[src/hdl/graph_traversal_engine_top_defines.svh]
// ----------------------------------------------------------------------------
// Graph traversal engine assertion macros
// Shared macros for the concurrent checks of the graph traversal engine.
// ----------------------------------------------------------------------------
`ifndef GRAPH_TRAVERSAL_ENGINE_TOP_DEFINES_SVH
`define GRAPH_TRAVERSAL_ENGINE_TOP_DEFINES_SVH

// An implication that is checked on every rising clock edge out of reset.
`define GTE_ASSERT(label, clk, rstn, prop, msg) \
  label: assert property (@(posedge clk) disable iff (!rstn) prop) else $error(msg);

// A signal that must hold its value while a condition is true.
`define GTE_ASSERT_HOLD(label, clk, rstn, cond, sig, msg) \
  label: assert property (@(posedge clk) disable iff (!rstn) cond |=> $stable(sig)) \
    else $error(msg);

`endif

[src/hdl/gte_ram.sv]
// ----------------------------------------------------------------------------
// Generic single-port RAM
// One read per cycle with an optional write; the read data are registered.
// ----------------------------------------------------------------------------
module gte_ram #(
  parameter int Width = 8,
  parameter int Depth = 64
) (
  input  logic                     clk_i,
  input  logic                     we_i,
  input  logic [$clog2(Depth)-1:0] addr_i,
  input  logic [Width-1:0]         wdata_i,
  output logic [Width-1:0]         rdata_o
);

  logic [Width-1:0] mem_q [Depth];

  always_ff @(posedge clk_i) begin
    if (we_i) begin
      mem_q[addr_i] <= wdata_i;
    end
    rdata_o <= mem_q[addr_i];
  end

endmodule

[config.mk]
export PLATFORM = sky130hd
export DESIGN_NAME = gte_ram
export DESIGN_NICKNAME = d
export VERILOG_FILES = /design/src/hdl/graph_traversal_engine_top_defines.svh /design/src/hdl/gte_ram.sv
export SDC_FILE = /design/constraint.sdc
export NUM_CORES = 1
export LEC_CHECK = 0
export BUFFER_PORTS_ARGS = -buffer_cell sky130_fd_sc_hd__buf_2
export CAP_MARGIN = 10
export CORE_ASPECT_RATIO = 0.9
export CORE_MARGIN = 1.5
export CORE_UTILIZATION = 50
export DETAILED_ROUTE_END_ITERATION = 7
export PLACE_DENSITY = 0.66
export SLEW_MARGIN = 0
export SYNTH_ARGS = -nofsm -noshare
export SYNTH_HDL_FRONTEND = slang
export SYNTH_SLANG_ARGS = --single-unit
[constraint.sdc]
create_clock -name clk_i -period 4.4 [get_ports clk_i]
set_input_delay 0 -clock clk_i [delete_from_list [all_inputs] [get_ports clk_i]]
set_output_delay 0 -clock clk_i [all_outputs]
set_load 0.02 [all_outputs]
==> out/results.txt, run 1 <==
status -> finished, final reports clean
sequential fraction of the synthesis area -> 0.760
cts bufs inserted -> 49
final setup fails -> 0
f_max -> 319 MHz
Placed Area -> 21,100 sq um
worst slew pin tran -> 1.07 ns
minimum clock period after layout -> 3.13 ns
Tcrit/Tclk final -> 0.712
final wirelength -> 52,700 um
adder-cell share of the synthesized area -> 0
data arrival time of the worst path -> 3.34 ns
R2R Path Start -> mem_q[6][7]
WS Path Type -> primary input to register
most common cell in the netlist -> edfxtp_1
Yosys top cell area share -> 0.752
antenna violations before repair -> 1
final hold vios -> 0
hold crit path type -> primary input to register
DRC -> 0
Initial Utilization -> 0.505
part of the power in registers -> 0.534
area grow syn2layout -> 11.2%
post-synthesis xor/xnor area fraction -> 0
reg-to-reg slack, setup -> 1.93 ns
startpoint of the worst hold path -> addr_i[5]
CTS tree -> yes
synth top area cells -> edfxtp_1 75%, mux4_2 4.5%, mux2i_1 3.1%, nor2_1 1.5%, a22oi_1 1.5%
ys async rst share -> 0
simple-gate area share of the yosys netlist -> 0.0571
multiplexer area fraction after synthesis -> 0.0826
CTS max path bufs -> 3
Initial DRC Count -> 1,725
post-CTS sizing -> 0
Die Ht -> 195 um
cells on worst reg2reg path -> 5
port buffer count -> 23
Die ar. -> 42,100 sq um
Core Rows -> 70
Worst EP required -> 4.60 ns
Die X -> 216 um
Total GRT Usage -> 0.251
leak pwr -> 7.26 nW
NetSw -> 2.22 mW
GRT overflow -> 0
crit-path max FO -> 50
Worst-path clk slew -> 0.06 ns
RePlAce Congestion -> 0.906
unrepaired setup endpoints after global routing -> false
Via density -> 6.44
CP startpoint -> addr_i[1]
Power Dens Cells -> 453 nW/um^2
most instantiated cells after synthesis -> 512 x edfxtp_1, 82 x nor2_1, 63 x mux2i_1
WL/cell -> 29.6 um
post-synthesis compound-gate area fraction -> 0.0808
# H-tree levels -> 2
clock share of power -> 0.410
Post-Syn Area per Cell -> 17.5 sq um
via count -> 11,500
first drt pass iteration count -> 5
later-pin clock latency in the skew report -> 0.58 ns
synth unique cells -> 56
final net count -> 1,217
I/O Pins -> 24
number of flops mapped to enable cells by yosys -> 512
#FFs+latches synth -> 520
clk sink count -> 520
Slew Limit Headroom -> 0.280
Setup Skew -> 0.0148 ns
detailed placer's ending HPWL -> 32,000 um
post-synth top area cell -> edfxtp_1
max-cap violations -> 0
setup TNS -> 0 ns
CTS root buf -> clkbuf_16
core box area -> 40,500 sq um
WHS Path Cells -> 4
Cell Int Power -> 8.07 mW
antenna-violating nets left -> 0
Design Area, Final -> 22,700 sq um
crit end category -> register
ant diodes -> 0
mapped cell area -> 20,400 sq um
hold_ws -> 0.0661 ns
first-pass GRT wire length -> 76,500 um
peak supply drop -> 0.000326 V
Comb power frac -> 0.056
sw frac -> 0.216
Post-synth top flop -> edfxtp_1
main combinational cell family by area after synthesis -> multiplexers
# Post-CTS Setup Buffers -> 0
CP Launch Type -> primary input
pin count of the biggest net entering global routing -> 65
layout cells sized above 1 -> 0.148
number of synthesis warnings -> 0
hold bufs inserted after CTS -> 3
Syn Nets -> 1,187
Cells after Synth -> 1,171
Final Slew Violations -> 0
vias in the first global route -> 10,900
==> per-layer routing <==
layer  vias to the layer above  global-route usage  share of wire
li1                       4821                   -              -
met1                      5809               0.381           0.42
met2                       728               0.364           0.44
met3                       100              0.0562           0.11
met4                         2              0.0738          0.028
met5                         -                   0        0.00023
==> state kept, by name, indices dropped and copies added (netlist names) <==
register,count
mem_q,512
rdata_o,8
==> area by class of cell <==
cell class	count	area, sq um
multi-input cells	567	4510
inverters	3	11.3
well taps	540	676
clock inverters	28	272
repair buffers	60	412
fillers	3078	17700
flip-flops and latches	520	15500
clock buffers	61	1310
==> power groups by stage <==
stage | Combinational, mW | Clock (mW) | Sequential, mW
after global routing | 0.604 | 4.42 | 5.50
after CTS | 0.569 | 4.24 | 5.50
final | 0.577 | 4.22 | 5.50
after detailed placement | 0.567 | 0 | 5.61
after global placement | 0.562 | 0 | 5.61
after floorplan | 0.298 | 0 | 5.61
==> path summary, 6_finish.rpt <==
| path | endpoint |
|---|---|
| max | mem_q[14][5] |
| min | rdata_o[0] |
| max reg2reg | rdata_o[7] |
| min reg2reg | rdata_o[2] |
==> worst max-delay path, stage by stage <==
cell and delay, ns:
buf_4 0.55, nor2b_1 0.80, nand3_1 0.96, nor2_1 0.93
==> metrics by stage <==
stage,power (mW),cells,utilization,setup slack [ns]
4_1_cts,10.3,1779,0.562,1.53
3_3_place_gp,6.17,1687,0.522,1.02
5_1_grt,10.5,1779,0.562,1.21
6_report,10.3,1779,0.562,1.27
2_1_floorplan,5.91,1171,-,2.30
3_5_place_dp,6.17,1687,0.522,0.893
==> cells by family after synthesis <==
logic type      count (synthesis)
flops                         520
compound gates                222
mux                           116
simple gates                  229
buf+inv                        84
==> cell usage in the layout (no fill, tap or decap), types with 10 or more instances in the layout <==
cell       count
edfxtp_1     512
nor2_1        81
mux2i_1       63
clkbuf_16     51
nand2_1       45
mux4_2        41
a22oi_1       40
buf_4         36
a21oi_1       28
nand2b_1      24
o22ai_1       22
a221oi_1      21
buf_2         20
a31oi_1       15
nand3b_1      12
o22a_1        11
a221o_1       11
a22o_1        10
clkinv_2      10
clkinv_1      10
clkbuf_1      10
Note: power is estimated with default switching activity, not from simulation.
==> run 2: changes to the inputs <==
==> constraint.sdc (replaced) <==
create_clock -name clk_i -period 3.03 [get_ports clk_i]
set_input_delay 0 -clock clk_i [delete_from_list [all_inputs] [get_ports clk_i]]
set_output_delay 0 -clock clk_i [all_outputs]
set_load 0.02 [all_outputs]
==> out/results.txt, run 2 (same netlist as run 1, synthesis figures left out) <==
Core Rows -> 70 (unchanged)
Largest delay share family, worst path -> simple AND/OR/NAND/NOR gates
Placed Area -> 21,800 sq um (+3.2%)
minimum clock period after layout -> 2.26 ns
unrepaired setup endpoints after global routing -> false
Worst EP required -> 3.54 ns (-1.06 ns)
Setup Skew -> 0.0165 ns (+0.00172 ns)
Worst-path clk slew -> 0.06 ns (about the same)
antenna-violating nets left -> 0 (unchanged)
setup TNS -> 0 ns (unchanged)
met1 WL -> 22,200 um (+0.89%)
later-pin clock latency in the skew report -> 0.57 ns (about the same)
Die ar. -> 42,100 sq um (unchanged)
peak supply drop -> 0.000479 V (+47%)
ant diodes -> 0 (unchanged)
clk sink count -> 520 (unchanged)
CTS root buf -> clkbuf_16
Met3 Wirelength -> 4590 um (-21%)
Initial DRC Count -> 1,568 (-9.1%)
Worst path max stage delay -> 0.72 ns (-0.24 ns)
Initial Utilization -> 0.505 (unchanged)
most common cell after layout, fill and taps aside -> edfxtp_1
Total GRT Usage -> 0.249 (-0.00170)
first-pass GRT wire length -> 76,200 um (-0.38%)
DRC -> 0 (unchanged)
port buffer count -> 23 (unchanged)
GRT overflow -> 0 (unchanged)
final setup fails -> 0 (unchanged)
final hold vios -> 0 (unchanged)
status -> finished, final reports clean
data arrival time of the worst path -> 2.77 ns (-0.57 ns)
metal2 WL -> 23,700 um (+1.4%)
layout cells sized above 1 -> 0.202 (+0.0540)
Power Dens Cells -> 643 nW/um^2 (+42%)
Final Slew Violations -> 0 (unchanged)
CP max-delay cell -> o311ai_0
pin count of the biggest net entering global routing -> 65 (unchanged)
area grow syn2layout -> 14.8%
CP startpoint -> addr_i[1]
crit-path max FO -> 36 (-28%)
Top cell by count, worst path -> buf_4
f_max -> 443 MHz
Design Area, Final -> 23,500 sq um (+3.3%)
worst slew pin tran -> 1.06 ns (-0.0129 ns)
WS Path Type -> primary input to register
Tcrit/Tclk final -> 0.745
detailed placer's ending HPWL -> 32,900 um (+2.9%)
CP Cell Sequence -> buf_4 > buf_4 > nor2b_1 > a22oi_1 > and3_1 > o311ai_0 > or4_1
reg-to-reg slack, setup -> 0.78 ns (-1.15 ns)
I/O Pins -> 24 (unchanged)
Via density -> 6.20 (-3.7%)
WL/cell -> 27.8 um (-6.0%)
Die Ht -> 195 um (unchanged)
startpoint of the worst hold path -> addr_i[2]
# H-tree levels -> 2 (unchanged)
final core utilization -> 0.580 (+0.0185)
CTS max path bufs -> 3 (unchanged)
CP Launch Type -> primary input
R2R Path Start -> mem_q[6][7]
antenna violations before repair -> 0 (-1)
leak pwr -> 7.73 nW (+6.5%)
max FFs per register -> 512 (unchanged)
max-cap violations -> 0 (unchanged)
vias in the first global route -> 11,200 (+2.6%)
most flop-heavy register -> mem_q
hold crit path type -> primary input to register
final wirelength -> 51,900 um (-1.5%)
worst hold endpoint -> rdata_o[4]
Max Used Layer -> met4
Worst Path Buf+Inv -> 2 (+1)
crit end category -> register
most frequent cells in the layout -> 512 x edfxtp_1, 114 x buf_4, 81 x nor2_1, 63 x mux2i_1, 53 x clkbuf_16
Slew Limit Headroom -> 0.290 (+0.00926)
worst reg2reg path endpoint -> rdata_o[7]
Die X -> 216 um (unchanged)
core box area -> 40,500 sq um (unchanged)
cells on worst reg2reg path -> 5 (unchanged)
WHS Path Cells -> 4 (unchanged)
via count -> 11,600 (+0.89%)
first drt pass iteration count -> 6 (+1)
RePlAce Congestion -> 0.913 (+0.78%)
final net count -> 1,300 (+6.8%)
cts bufs inserted -> 50 (+2.0%)
biggest regs -> mem_q: 512 flops, rdata_o: 8 flops
CTS tree -> yes
[run 2: per-layer routing]
| metal | vias to the layer above | global-route usage |
|---|---|---|
| li1 | 4967 | - |
| met1 | 5910 | 0.379 |
| met2 | 586 | 0.374 |
| met3 | 99 | 0.0415 |
| met4 | 0 | 0.0679 |
| met5 | - | 0 |
[run 2: worst register-to-register path: stages (launching register included)]
cell	delay, ns
edfxtp_1	0.35
mux2_1	0.31
mux4_2	0.47
o21ai_1	0.27
o2111ai_1	0.17
or4b_1	0.55
[run 2: area by class of cell]
type	count	area, sq um
Inverter	3	11.3
Clock buffer	77	1490
Sequential cell	520	15500
Fill cell	3022	17000
Timing Repair Buffer	142	1080
Clock inverter	15	178
Multi-Input combinational cell	567	4520
Tap cell	540	676
[run 2: metrics by stage]
step	hold slack, ns	instances	power (mW)	worst slack, ns
after floorplan	0.0989	1171	8.58	0.931
after global placement	0.418	1769	8.97	0.287
after detailed placement	0.419	1769	8.98	0.246
after CTS	0.0723	1864	15.2	0.822
after global routing	0.107	1864	15.5	0.727
final	0.102	1864	15.1	0.772
[run 2: timing repair]
action,CTS,global route
gates resized for setup,0,0
hold buffers,3,0
hold endpoints to repair,35,0
setup buffers,0,0
[run 2: worst max-delay path by stage]
| stage | endpoint | slack (ns) | cells past startpoint |
|---|---|---|---|
| 3_3_place_gp | rdata_o[1] | 0.29 | 7 |
| 6_report | rdata_o[3] | 0.77 | 7 |
| 5_1_grt | rdata_o[7] | 0.73 | 5 |
| 3_5_place_dp | rdata_o[3] | 0.25 | 7 |
| 4_1_cts | rdata_o[3] | 0.82 | 7 |
| 2_1_floorplan | mem_q[13][0] | 0.93 | 7 |
[run 2: where the power goes]
group / leakage (nW) / switching [mW] / internal [mW] / total [mW]
logic: 2.26 / 0.577 / 0.276 / 0.854
clock network: 0.804 / 2.54 / 3.71 / 6.25
registers: 4.67 / 0.0252 / 7.96 / 7.99
